[src/sv/rmed_pkg.sv]
// shared types and constants for the multichannel running median block
// no dependencies; imported by every other module of the block except rmed_ram

package rmed_pkg;

	localparam int CHAN_W   = 3;
	localparam int SAMPLE_W = 8;
	localparam int TDATA_W  = 16;
	localparam int PAD_W    = TDATA_W - CHAN_W - SAMPLE_W;

	// value travelling along the sorting chain
	typedef struct packed {
		logic                vld;
		logic [SAMPLE_W-1:0] data;
	} rmed_link_t;

	typedef enum logic [1:0] {
		ST_IDLE,
		ST_LOAD,
		ST_SORT,
		ST_RESULT
	} rmed_state_t;

endpackage

[src/sv/rmed_ram.sv]
// generic single-write, single-read ram with registered read data
// no package dependency

module rmed_ram #(
	parameter int WIDTH = 8,
	parameter int DEPTH = 8
) (
	input  logic                                 clk,
	input  logic                                 we,
	input  logic [(DEPTH > 1 ? $clog2(DEPTH) : 1)-1:0] waddr,
	input  logic [WIDTH-1:0]                     wdata,
	input  logic                                 re,
	input  logic [(DEPTH > 1 ? $clog2(DEPTH) : 1)-1:0] raddr,
	output logic [WIDTH-1:0]                     rdata
);

	logic [WIDTH-1:0] mem [DEPTH];

	always_ff @(posedge clk) begin
		if (we) begin
			mem[waddr] <= wdata;
		end
		if (re) begin
			rdata <= mem[raddr];
		end
	end

endmodule

[src/sv/rmed_cell.sv]
// one cell of the systolic insertion sorter: keeps the smallest value seen,
// forwards the larger one to its right neighbor; depends on rmed_pkg

module rmed_cell import rmed_pkg::*; (
	input  logic       clk,
	input  logic       arst_n,
	input  logic       clear,
	input  rmed_link_t in,
	output rmed_link_t fwd,
	output rmed_link_t held
);

	logic                held_vld_q;
	logic [SAMPLE_W-1:0] held_data_q;
	logic                fwd_vld_q;
	logic [SAMPLE_W-1:0] fwd_data_q;
	logic                take_in;

	assign take_in = !held_vld_q || (in.data < held_data_q);

	always_ff @(posedge clk or negedge arst_n) begin
		if (!arst_n) begin
			held_vld_q <= 1'b0;
			fwd_vld_q  <= 1'b0;
		end else if (clear) begin
			held_vld_q <= 1'b0;
			fwd_vld_q  <= 1'b0;
		end else begin
			fwd_vld_q <= in.vld && held_vld_q;
			if (in.vld) begin
				held_vld_q <= 1'b1;
			end
		end
	end

	always_ff @(posedge clk) begin
		if (in.vld) begin
			if (take_in) begin
				held_data_q <= in.data;
				fwd_data_q  <= held_data_q;
			end else begin
				fwd_data_q  <= in.data;
			end
		end
	end

	assign fwd  = '{vld: fwd_vld_q, data: fwd_data_q};
	assign held = '{vld: held_vld_q, data: held_data_q};

endmodule

[src/sv/multichannel_running_median.sv]
// a known channel passes the load state (ram write-back), the sort state and the result
// state; the sort state feeds the cell chain one sample per cycle and lets it settle, and
// the result state waits for the output register to free up; one item is in work at a time
// an unknown channel skips the ram and the chain and goes straight to the result state;
// the input is free again as soon as its result is offered
// reset: per-channel valid bits clear at once, so every window reads as zeros
// and every write pointer as slot zero; no clearing pass is needed
// depends on rmed_pkg, rmed_ram, rmed_cell

module multichannel_running_median import rmed_pkg::*; #(
	parameter int CHANNELS = 8,
	parameter int WINDOW   = 5
) (
	input  logic               clk,
	input  logic               arst_n,
	input  logic               s_axis_tvalid,
	output logic               s_axis_tready,
	input  logic [TDATA_W-1:0] s_axis_tdata,  // channel [2:0], sample [10:3], zero pad
	output logic               m_axis_tvalid,
	input  logic               m_axis_tready,
	output logic [TDATA_W-1:0] m_axis_tdata   // channel_out [2:0], median [10:3], zero pad
);

	// ram row per channel: WINDOW samples as a ring, plus the write pointer on top
	localparam int AW        = CHANNELS > 1 ? $clog2(CHANNELS) : 1;
	localparam int PTR_W     = WINDOW > 1 ? $clog2(WINDOW) : 1;
	localparam int ROW_W     = WINDOW * SAMPLE_W + PTR_W;
	localparam int CNT_W     = $clog2(2 * WINDOW);
	localparam int MID       = WINDOW / 2;
	localparam int SORT_LAST = 2 * WINDOW - 2;

	rmed_state_t         state_q, state_d;
	logic [CHAN_W-1:0]   chan_q;
	logic [SAMPLE_W-1:0] sample_q;
	logic                bad_q;
	logic [CNT_W-1:0]    cnt_q;
	logic [SAMPLE_W-1:0] row_q [WINDOW];
	logic                vld_q [CHANNELS];
	logic                m_valid_q;
	logic [TDATA_W-1:0]  m_data_q;

	logic                s_fire;
	logic [CHAN_W-1:0]   in_chan;
	logic [SAMPLE_W-1:0] in_sample;
	logic                in_bad;
	logic [AW-1:0]       addr_q;
	logic [ROW_W-1:0]    rd_row;
	logic [ROW_W-1:0]    new_row;
	logic                row_vld;
	logic [PTR_W-1:0]    cur_ptr;
	logic [PTR_W-1:0]    nxt_ptr;
	logic [SAMPLE_W-1:0] new_slot [WINDOW];
	logic                out_load;
	logic [SAMPLE_W-1:0] median_sel;

	rmed_link_t          link [WINDOW+1];
	rmed_link_t          held_v [WINDOW];

	// input side
	assign in_chan       = s_axis_tdata[CHAN_W-1:0];
	assign in_sample     = s_axis_tdata[CHAN_W +: SAMPLE_W];
	assign in_bad        = 32'(in_chan) >= CHANNELS;
	assign s_axis_tready = (state_q == ST_IDLE);
	assign s_fire        = s_axis_tvalid && s_axis_tready;
	assign addr_q        = AW'(chan_q);

	// window store, read on the accepting transfer, written back in the load state that follows it
	rmed_ram #(
		.WIDTH(ROW_W),
		.DEPTH(CHANNELS)
	) u_store (
		.clk   (clk),
		.we    (state_q == ST_LOAD),
		.waddr (addr_q),
		.wdata (new_row),
		.re    (s_fire && !in_bad),
		.raddr (AW'(in_chan)),
		.rdata (rd_row)
	);

	// a row never written reads as all zeros with pointer zero
	always_comb begin
		row_vld = vld_q[addr_q];
		cur_ptr = row_vld ? rd_row[ROW_W-1 -: PTR_W] : '0;
		nxt_ptr = (cur_ptr == PTR_W'(WINDOW - 1)) ? '0 : cur_ptr + 1'b1;
		for (int i = 0; i < WINDOW; i++) begin
			if (cur_ptr == PTR_W'(i)) begin
				new_slot[i] = sample_q;
			end else if (row_vld) begin
				new_slot[i] = rd_row[i*SAMPLE_W +: SAMPLE_W];
			end else begin
				new_slot[i] = '0;
			end
			new_row[i*SAMPLE_W +: SAMPLE_W] = new_slot[i];
		end
		new_row[ROW_W-1 -: PTR_W] = nxt_ptr;
	end

	// state machine
	always_ff @(posedge clk or negedge arst_n) begin
		if (!arst_n) begin
			state_q <= ST_IDLE;
		end else begin
			state_q <= state_d;
		end
	end

	always_comb begin
		state_d  = state_q;
		out_load = 1'b0;
		case (state_q)
			ST_IDLE: begin
				if (s_fire) begin
					state_d = in_bad ? ST_RESULT : ST_LOAD;
				end
			end
			ST_LOAD: begin
				state_d = ST_SORT;
			end
			ST_SORT: begin
				if (cnt_q == CNT_W'(SORT_LAST)) begin
					state_d = ST_RESULT;
				end
			end
			ST_RESULT: begin
				// wait for the output register to free up
				if (!m_valid_q || m_axis_tready) begin
					out_load = 1'b1;
					state_d  = ST_IDLE;
				end
			end
			default: begin
				state_d = ST_IDLE;
			end
		endcase
	end

	// control registers
	always_ff @(posedge clk or negedge arst_n) begin
		if (!arst_n) begin
			cnt_q     <= '0;
			bad_q     <= 1'b0;
			m_valid_q <= 1'b0;
			for (int c = 0; c < CHANNELS; c++) begin
				vld_q[c] <= 1'b0;
			end
		end else begin
			if (s_fire) begin
				bad_q <= in_bad;
			end
			if (state_q == ST_LOAD) begin
				cnt_q         <= '0;
				vld_q[addr_q] <= 1'b1;
			end else if (state_q == ST_SORT) begin
				cnt_q <= cnt_q + 1'b1;
			end
			if (out_load) begin
				m_valid_q <= 1'b1;
			end else if (m_axis_tready) begin
				m_valid_q <= 1'b0;
			end
		end
	end

	// payload registers
	always_ff @(posedge clk) begin
		if (s_fire) begin
			chan_q   <= in_chan;
			sample_q <= in_sample;
		end
		if (state_q == ST_LOAD) begin
			row_q <= new_slot;
		end
		if (out_load) begin
			m_data_q <= {{PAD_W{1'b0}}, median_sel, chan_q};
		end
	end

	// feed the updated window into the chain, slot zero first, one per cycle
	always_comb begin
		link[0].vld  = (state_q == ST_SORT) && (cnt_q < CNT_W'(WINDOW));
		link[0].data = link[0].vld ? row_q[cnt_q[PTR_W-1:0]] : '0;
	end

	// sorting chain: after settling, cell k holds the k-th smallest sample
	for (genvar k = 0; k < WINDOW; k++) begin : g_cell
		rmed_cell u_cell (
			.clk    (clk),
			.arst_n (arst_n),
			.clear  (state_q == ST_LOAD),
			.in     (link[k]),
			.fwd    (link[k+1]),
			.held   (held_v[k])
		);
	end

	assign median_sel    = bad_q ? '0 : held_v[MID].data;
	assign m_axis_tvalid = m_valid_q;
	assign m_axis_tdata  = m_data_q;

`ifndef ASSERT_OFF
	// a known channel always goes through the ram update
	a_known_loads: assert property (@(posedge clk) disable iff (!arst_n)
		s_fire && !in_bad |=> state_q == ST_LOAD)
		else $error("accepted channel did not start a window update");

	// the chain is as long as the window, so nothing ever falls off its end
	a_no_overflow: assert property (@(posedge clk) disable iff (!arst_n)
		!link[WINDOW].vld)
		else $error("sorting chain overflowed");

	// the median cell is filled by the time a result is formed
	a_mid_filled: assert property (@(posedge clk) disable iff (!arst_n)
		state_q == ST_RESULT && !bad_q |-> held_v[MID].vld)
		else $error("median cell empty at result time");

	// a new result only comes out of the result state
	a_valid_source: assert property (@(posedge clk) disable iff (!arst_n)
		$rose(m_axis_tvalid) |-> $past(state_q) == ST_RESULT)
		else $error("result offered outside the result state");
`endif

endmodule

[config.mk]
export PLATFORM = sky130hd
export DESIGN_NAME = multichannel_running_median
export DESIGN_NICKNAME = d
export VERILOG_FILES = /design/src/sv/rmed_pkg.sv /design/src/sv/rmed_ram.sv /design/src/sv/rmed_cell.sv /design/src/sv/multichannel_running_median.sv
export SDC_FILE = /design/constraint.sdc
export NUM_CORES = 1
export LEC_CHECK = 0
export BUFFER_PORTS_ARGS = -buffer_cell sky130_fd_sc_hd__buf_2
export CAP_MARGIN = 20
export CORE_ASPECT_RATIO = 1.25
export CORE_UTILIZATION = 36
export DETAILED_ROUTE_END_ITERATION = 16
export PLACE_DENSITY_LB_ADDON = 0.12
export RECOVER_POWER = 50
export SKIP_LAST_GASP = 1
export SLEW_MARGIN = 20
export SYNTH_ARGS = -nofsm -noshare
export SYNTH_HDL_FRONTEND = slang
export SYNTH_HIERARCHICAL = 1
export SYNTH_SLANG_ARGS = --single-unit
[constraint.sdc]
create_clock -name clk -period 8.77 [get_ports clk]
set_clock_uncertainty 0.2 [all_clocks]
set_input_delay 1.754 -clock clk [delete_from_list [all_inputs] [get_ports clk]]
set_output_delay 1.754 -clock clk [all_outputs]
set_load 0.02 [all_outputs]
; Word level (Yosys, flattened, before mapping)
; Memory sizes are Yosys's and may differ from the RTL's. A register that Yosys moved wholly into a read port is not among the register bits.
; Index checks and enable logic that the tools add are counted.
[classes]
add_sub_neg = 2
magnitude_cmp = 7
n_eq_ne = 11
muxes = 43
bitwise_logic = 3
reduce_logical = 24
[op_table]
columns = cell, n
row1 = $mux 8, 15
row2 = $bmux 8 s3, 1
row3 = $lt 8x8->1, 3
row4 = $mux 1, 17
row5 = $reduce_bool 2->1, 5
row6 = $ge 4x4->1 const B, 2
row7 = $mux 4, 2
row8 = $not 3->4, 2
row9 = $or 8x8->8, 1
row10 = $pmux 2 s4, 1
row11 = $eq 3x2->1 const B, 2
row12 = $mux 2, 3
row13 = $mux 3, 2
row14 = $reduce_and 2->1, 3
row15 = $logic_and 1x1->1, 5
row16 = $add 4x1->4 const B, 1
row17 = $eq 2x2->1 const B, 2
row18 = $eq 4x4->1 const B, 1
row19 = $logic_not 1->1, 4
row20 = $logic_or 1x1->1, 4
row21 = $lt 4x1->1 const B, 1
row22 = $lt 4x3->1 const B, 1
row23 = $ne 2x2->1 const B, 2
row24 = $add 3x1->3 const B, 1
row25 = other kinds (9), 9
[totals]
reg_bits = 122
mem_bits_rw = 344
inputBits = 20
out_inout_bits = 18
elab_cells = 121
memories = 1
[memory_table]
columns = name, words, width, read_ports, rd_ports_with_merged_regs, wr, line
row1 = u_store.mem, 8, 43, 1, 1, 1, rmed_ram.sv:17  ; logic [WIDTH-1:0] mem [DEPTH];

; Depth between registers and ports, before layout
; Gate-level depths: netlist of run 1.
[logic_depth]
word_depth = 8
mapped_depth = 10
ltp_nobuf = 9

; By module
; Netlist of run 1, hierarchy kept.
[modules_own_cells]
columns = mod, n_inst, cells_per_inst, area_per_inst_um2, seq_area_each_um2
row1 = rmed_ram, 1, 554, 14457.6, 11621.1
row2 = multichannel_running_median, 1, 269, 3677.3, 2237.1
row3 = rmed_cell, 3, 57, 883.3, 530.5

; Least setup slack after synthesis of run 1
; Ideal clock, no wire load.
[synth_timing]
path_kind = register to register
from = register state_q[1]
to = memory u_store/mem[4][0] (netlist name) (enable)
setup_time_ps = 496
arrival_ps = 4935
t_required_ps = 8074
setup_slack_ps = 3138
path_stages_with_launch = 5
path_buffers = 0
period_less_slack_ps = 5632
path_cell_list = dfrtp_1 inv_1 ha_1 nand2_1 nor3_1
[synth_between]
elab_chain_len = 3
[synth_rtl]
columns = element, line
row1 = from (decl), multichannel_running_median.sv:32  ; rmed_state_t state_q, state_d;
row2 = from (signal assigned), multichannel_running_median.sv:104  ; state_q <= state_d;
row3 = $eq 2x1->1, multichannel_running_median.sv:73  ; .we (state_q == ST_LOAD),
row4 = $mux 1, rmed_ram.sv:20  ; if (we) begin
row5 = $mux 1 (not written as such), rmed_ram.sv:21  ; mem[waddr] <= wdata;
row6 = to (decl), rmed_ram.sv:17
; Every way passes these cells.

; Worst setup path in the final report of run 1
[layout_timing]
from = input port s_axis_tvalid
to = register u_store.rdata[11] (read register of u_store.mem) (enable)
[layout_between]
elab_chain_len = 1
[layout_rtl]
columns = element, line
row1 = from (decl), multichannel_running_median.sv:16  ; input logic s_axis_tvalid,
row2 = $logic_and 1x1->1, multichannel_running_median.sv:64  ; assign s_fire = s_axis_tvalid && s_axis_tready;
row3 = via s_fire, multichannel_running_median.sv:42  ; logic s_fire;
row4 = to (decl), rmed_ram.sv:14  ; output logic [WIDTH-1:0] rdata
; The timed path passes the listed nets, and every way through them passes these cells.
; A chain may end at the register's enable or synchronous reset.

==> results.tsv, run 1 <==
stage	metric	value	unit
sta	tns	0	ns
sta	fmax	177	MHz
finish	mostFrequentLayoutCell	edfxtp_1	
sta	drv_slew	302	
clock_network	cts_root_buf	clkbuf_16	
route	firstDrtPassIters	5	
sta	period_share	64.6	%
setup_path	max_stage_delay	3.62	ns
placed_design	pre_cts_ws	4.10	ns
floorplanning	initial_core_util	36.4	%
power_and_ir_drop	sequentialPowerShare	50.3	%
finish	area_growth	12.5	%
setup_path	cp_max_fo	54	
clock_network	cts.clk_slew.worst_paths	0.06	ns
setup_path	cp_num_buf_inv	1	
run_status	outcome	finished with violations	
route	routed_via_density	5.01	
setup_path	path_delay_family	simple AND/OR/NAND/NOR gates	
sta	tightestPinTransition	5.12	ns
finish	nNetsFinal	1079	
global_routing	grt-ovfl-total	0	
clock_network	numCtsBuffers	53	
floorplanning	io_pins	38	
sta	postLayoutSetupSlackWorst	3.11	ns
sta	setup_viol	0	
power_and_ir_drop	ir_worst_vdd	150	uV
floorplanning	die_w	215	um
setup_path	critical_path_class	primary input to flip-flop	
placed_design	portBuffers	27	
clock_network	clock_sinks	509	
setup_path	arrival	5.52	ns
logic_synthesis	postSynthCellCount	972	
clock_network	cts_max_level	2	
setup_path	cpMaxStageDelayCell	and2_0	
power_and_ir_drop	combPwrFrac	19.8	%
setup_path	path_cells	buf_2, and2_0	
job	drv_cap	9	
clock_network	post_cts.repair.setup_buffers	0	
power_and_ir_drop	pwr-share-clk	29.9	%
sta	rsz0062_at_grt	false	
logic_synthesis	yosysWarnings	6	
global_routing	first_global_vias	9755	
route	drcViolationCount	0	
finish	final_cell_mix	edfxtp_1 (489), mux4_2 (93), clkbuf_16 (53), mux2_4 (48), nor2_1 (43)	
floorplanning	die_area	57600	um^2
route	drt_iter0_markers	647	
setup_path	worstSetupEndpointType	flip-flop	
clock_network	cts_tree	yes	
run_status	violations	max-capacitance violations, max-slew violations	
route	drt_wl_total	43200	um
placed_design	dp_hpwl	22100	um
floorplanning	core	55900	um^2
global_routing	grt_pass1_wl	64400	um
placed_design	place_area	21400	um^2
placed_design	dp_cells	1717	
sta	max_slew_margin	-241	%
floorplanning	fp.dieH	268	um
placed_design	gp_congestion	0.680	
power_and_ir_drop	leakage	7.64	nW
logic_synthesis	syn_area_per_cell	21.0	um^2
global_routing	antenna_found_initial	0	
sta	hold_viol	0	
finish	fillers	4930	
setup_path	cp.required	8.63	ns
finish	fin_area	22900	um^2
sta	finalCriticalPeriod	5.66	ns
route	vias	9092	
finish	final_cells	1815	
clock_network	cts_buffer_depth	3	
sta	fin_hold_ws	0.251	ns
power_and_ir_drop	p_sw	2.00	mW
finish	final_core_util	41.0	%
power_and_ir_drop	powerDensity	310	nW/um^2
global_routing	grt_max_degree	56	
floorplanning	core.rowCount	97	
power_and_ir_drop	internal-power	5.11	mW
clock_network	clk_latency	0.59	ns
clock_network	cts_resized	0	
finish	drive_above_1_share	26.7	%
finish	antenna_cells	0	
min_path	hp-class	flip-flop to flip-flop	
setup_path	start_kind	primary input	
power_and_ir_drop	swShare	28.1	%
clock_network	hold_buffers	0	
global_routing	grtUsageTotal	15.4	%
route	detail-route-antenna-nets	0	
logic_synthesis	netlist_area	20400	um^2
power_and_ir_drop	power.total	7.11	mW
route	wire_per_inst	23.8	um
[final cells by class]
type,count,area (um^2),share of cell area [%]
clock inverter,34,255,1.11
inverter,35,131,0.573
multi-input combinational,388,4830,21.1
tap,742,928,4.05
sequential,509,15200,66.2
clock buffer,64,1370,5.96
timing repair buffer,43,241,1.05
[metal layers]
metal	global-route usage, %	routed length, um
met5	0	0
met4	4.40	826
met3	2.69	1760
met2	26.0	21500
met1	20.6	19100
[flip-flops by register name, summed over array words and instances (netlist names)]
name / flops
m_axis_tdata: 11
g_cell.u_cell/fwd_vld_q: 2
addr_q: 3
m_axis_tvalid: 1
g_cell.u_cell/fwd_data_q: 16
u_store/rdata: 43
sample_q: 8
row_q: 40
state_q: 2
cnt_q: 4
u_store/mem: 344
g_cell.u_cell/held_data_q: 24
vld_q: 8
g_cell.u_cell/held_vld_q: 3
[power by group through the flow]
stage	Sequential [mW]	Clock [mW]	Combinational (mW)
after CTS	3.56	2.20	1.47
after detailed placement	3.61	0	1.46
after floorplan	3.55	0	0.956
final	3.58	2.13	1.41
after global placement	3.60	0	1.44
after global routing	3.62	2.29	1.56
[final timing paths]
path / startpoint / endpoint / slack [ns] / depth (start not counted)
max: s_axis_tvalid / u_store/rdata[11]$_DFFE_PP_ / 3.11 / 2
min: g_cell[1].u_cell/fwd_data_q[0]$_DFFE_PP_ / g_cell[2].u_cell/held_data_q[0]$_DFFE_PP_ / 0.25 / 0
min in group asynchronous: arst_n / vld_q[1]$_DFFE_PN0P_ / 1.19 / 1
min reg2reg: g_cell[1].u_cell/fwd_data_q[0]$_DFFE_PP_ / g_cell[2].u_cell/held_data_q[0]$_DFFE_PP_ / 0.25 / 0
max in group asynchronous: arst_n / g_cell[0].u_cell/fwd_vld_q$_DFF_PN0_ / 6.47 / 1
max reg2reg: state_q[1]$_DFFE_PN0P_ / u_store/mem[4][8]$_DFFE_PP_ / 3.24 / 6
Power figures use the tool's default switching activity.
==> run 2: changes to the inputs <==
--- a/config.mk
+++ b/config.mk
@@ -5,6 +5,7 @@
 export SDC_FILE = /design/constraint.sdc
 export NUM_CORES = 1
 export LEC_CHECK = 0
+export ABC_AREA = 1
 export BUFFER_PORTS_ARGS = -buffer_cell sky130_fd_sc_hd__buf_2
 export CAP_MARGIN = 20
 export CORE_ASPECT_RATIO = 1.25
==> constraint.sdc (replaced) <==
create_clock -name clk -period 4.5 [get_ports clk]
set_clock_uncertainty 0.2 [all_clocks]
set_input_delay 0.9 -clock clk [delete_from_list [all_inputs] [get_ports clk]]
set_output_delay 0.9 -clock clk [all_outputs]
set_load 0.02 [all_outputs]
==> results.tsv, run 2 <==
stage	metric	value	unit	change
route	drt_iter0_markers	988		+53%
setup_path	arrival	3.94	ns	-1.58 ns
sta	tightestPinTransition	3.36	ns	-1.75 ns
global_routing	grt_max_degree	170		+200%
sta	tns	0	ns	unchanged
placed_design	dp_hpwl	30700	um	+39%
power_and_ir_drop	ir_worst_vdd	295	uV	+96%
setup_path	reg2reg_from	state_q[1]$_DFFE_PN0P_		
clock_network	post_cts.repair.setup_buffers	0		unchanged
clock_network	clk_latency	0.61	ns	+0.02 ns
floorplanning	die_w	226	um	+5.1%
clock_network	clock_sinks	509		unchanged
finish	final_cell_mix	nand2_1 (731), edfxtp_1 (489), inv_1 (413), nand3_1 (219), clkbuf_16 (54)		
floorplanning	initial_core_util	36.4	%	about the same
min_path	hold-path-endpoint	m_axis_tdata[7]$_DFFE_PP_		
logic_synthesis	postSynthCellCount	2167		+120%
global_routing	grt-ovfl-total	0		unchanged
sta	period_share	85.7	%	
setup_path	start_kind	flip-flop		
logic_synthesis	netlist_area	22500	um^2	+11%
logic_synthesis	yosysWarnings	6		unchanged
floorplanning	fp.dieH	282	um	+5.1%
sta	fmax	259	MHz	
global_routing	first_global_vias	14100		+44%
route	detail-route-antenna-nets	0		unchanged
power_and_ir_drop	internal-power	9.79	mW	+92%
finish	fillers	5953		+21%
run_status	violations	max-capacitance violations, max-slew violations		
finish	drive_above_1_share	6.44	%	-20 points
global_routing	grtUsageTotal	18.1	%	+2.7 points
sta	rsz0062_at_grt	false		
power_and_ir_drop	pwr-share-clk	31.5	%	+1.6 points
sta	max_slew_margin	-124	%	+120 points
setup_path	cp.required	4.58	ns	-4.05 ns
route	drcViolationCount	0		unchanged
power_and_ir_drop	leakage	10.9	nW	+43%
sta	setup_viol	0		unchanged
floorplanning	core	61900	um^2	+11%
clock_network	cts.clk_slew.worst_paths	0.06	ns	about the same
finish	top_regs	u_store/mem x344, u_store/rdata x43, row_q x40		
run_status	outcome	finished with violations		
sta	hold_viol	0		unchanged
job	drv_cap	10		+1
setup_path	r2r_setup_slack	0.65	ns	-2.59 ns
clock_network	cts_tree	yes		
floorplanning	core.rowCount	102		+5.2%
route	vias	14300		+57%
clock_network	cts_max_level	2		unchanged
min_path	hp-class	flip-flop to flip-flop		
finish	antenna_cells	0		unchanged
sta	drv_slew	333		+10%
floorplanning	io_pins	38		unchanged
finish	nNetsFinal	2239		+110%
power_and_ir_drop	combPwrFrac	20.1	%	+0.3 points
clock_network	cts_buffer_depth	3		unchanged
route	wire_per_inst	18.4	um	-23%
route	drt_wl_total	56500	um	+31%
power_and_ir_drop	p_sw	4.37	mW	+120%
placed_design	gp_congestion	0.768		+13%
sta	finalCriticalPeriod	3.85	ns	
power_and_ir_drop	swShare	30.8	%	+2.7 points
clock_network	hold_buffers	0		unchanged
power_and_ir_drop	power.total	14.2	mW	+99%
setup_path	cp_max_fo	15		-72%
clock_network	cts_root_buf	clkbuf_16		
finish	largest-register	u_store/mem		
floorplanning	die_area	63600	um^2	+10%
global_routing	antenna_found_initial	0		unchanged
power_and_ir_drop	sequentialPowerShare	48.3	%	-2.0 points
logic_synthesis	syn_area_per_cell	10.4	um^2	-50%
route	routed_via_density	4.66		-6.9%
min_path	hold_path_startpoint	g_cell[2].u_cell/held_data_q[4]$_DFFE_PP_		
clock_network	numCtsBuffers	54		+1.9%
setup_path	r2r-end	u_store/mem[5][14]$_DFFE_PP_		
placed_design	portBuffers	27		unchanged
setup_path	r2r.worst_path.cells	5		-1
finish	area_growth	11.8	%	
min_path	hold_depth	0		unchanged
finish	mostFrequentLayoutCell	nand2_1		
setup_path	worstSetupEndpointType	flip-flop		
clock_network	cts_resized	0		unchanged
finish	largest_reg_flops	344		unchanged
route	firstDrtPassIters	5		unchanged
setup_path	critical_path_class	flip-flop to flip-flop		
power_and_ir_drop	powerDensity	562	nW/um^2	+81%
global_routing	grt_pass1_wl	85900	um	+34%
-- run 2: cell type report --
class | instances | area (um^2) | share of cell area [%]
multi-input cells | 1140 | 5230 | 20.7
clock inverters | 35 | 354 | 1.40
inverters | 421 | 1580 | 6.28
flip-flops and latches | 509 | 15200 | 60.2
well taps | 832 | 1040 | 4.13
repair buffers | 64 | 425 | 1.69
clock buffers | 66 | 1400 | 5.54
-- run 2: worst max-delay path by stage --
stage / slack [ns] / cells past startpoint / endpoint / startpoint
after CTS: 0.82 / 13 / g_cell[0].u_cell/held_data_q[4]$_DFFE_PP_ / cnt_q[1]$_DFFE_PN0P_
final: 0.65 / 5 / u_store/mem[5][14]$_DFFE_PP_ / state_q[1]$_DFFE_PN0P_
after detailed placement: 0.84 / 13 / g_cell[0].u_cell/held_data_q[1]$_DFFE_PP_ / cnt_q[1]$_DFFE_PN0P_
after global routing: 0.34 / 6 / cnt_q[0]$_DFFE_PN0P_ / state_q[1]$_DFFE_PN0P_
after global placement: 0.91 / 13 / g_cell[0].u_cell/held_data_q[4]$_DFFE_PP_ / cnt_q[1]$_DFFE_PN0P_
after floorplan: 0.003 / 4 / u_store/mem[1][0]$_DFFE_PP_ / state_q[1]$_DFFE_PN0P_
-- run 2: power groups by stage --
stage               Clock (mW)  Sequential (mW)  Combinational, mW
detailed placement           0             6.93               2.95
finish                    4.46             6.84               2.85
floorplan                    0             6.81               1.91
global route              4.74             6.92               3.22
global placement             0             6.91               2.89
CTS                       4.57             6.83               2.96
-- run 2: routing by layer --
metal	up-vias	wire length [um]	track usage, %
li1	7047	-	-
met4	0	1210	4.99
met5	-	0	0
met1	6892	25200	23.8
met2	281	27700	31.4
met3	86	2360	2.29
-- run 2: critical path, cell delays in order, from the launching register on --
cell     delay, ns
dfrtp_1       0.41
inv_1         0.13
ha_1          0.27
nand2_1       0.19
nor2_1        1.78
buf_4         0.54
-- run 2: stage by stage --
| stage | hold WS [ns] | worst slack (ns) | cells | utilization, % | instance area [um^2] |
|---|---|---|---|---|---|
| 3_3_place_gp | 0.234 | 0.908 | 2964 | 38.1 | 23600 |
| 5_1_grt | 0.260 | 0.337 | 3067 | 40.7 | 25200 |
| 3_5_place_dp | 0.234 | 0.842 | 2964 | 38.1 | 23600 |
| 4_1_cts | 0.0710 | 0.822 | 3065 | 40.9 | 25300 |
| 6_report | 0.247 | 0.645 | 3067 | 40.7 | 25200 |
| 2_1_floorplan | 0.226 | 0.00256 | 2171 | - | 22600 |
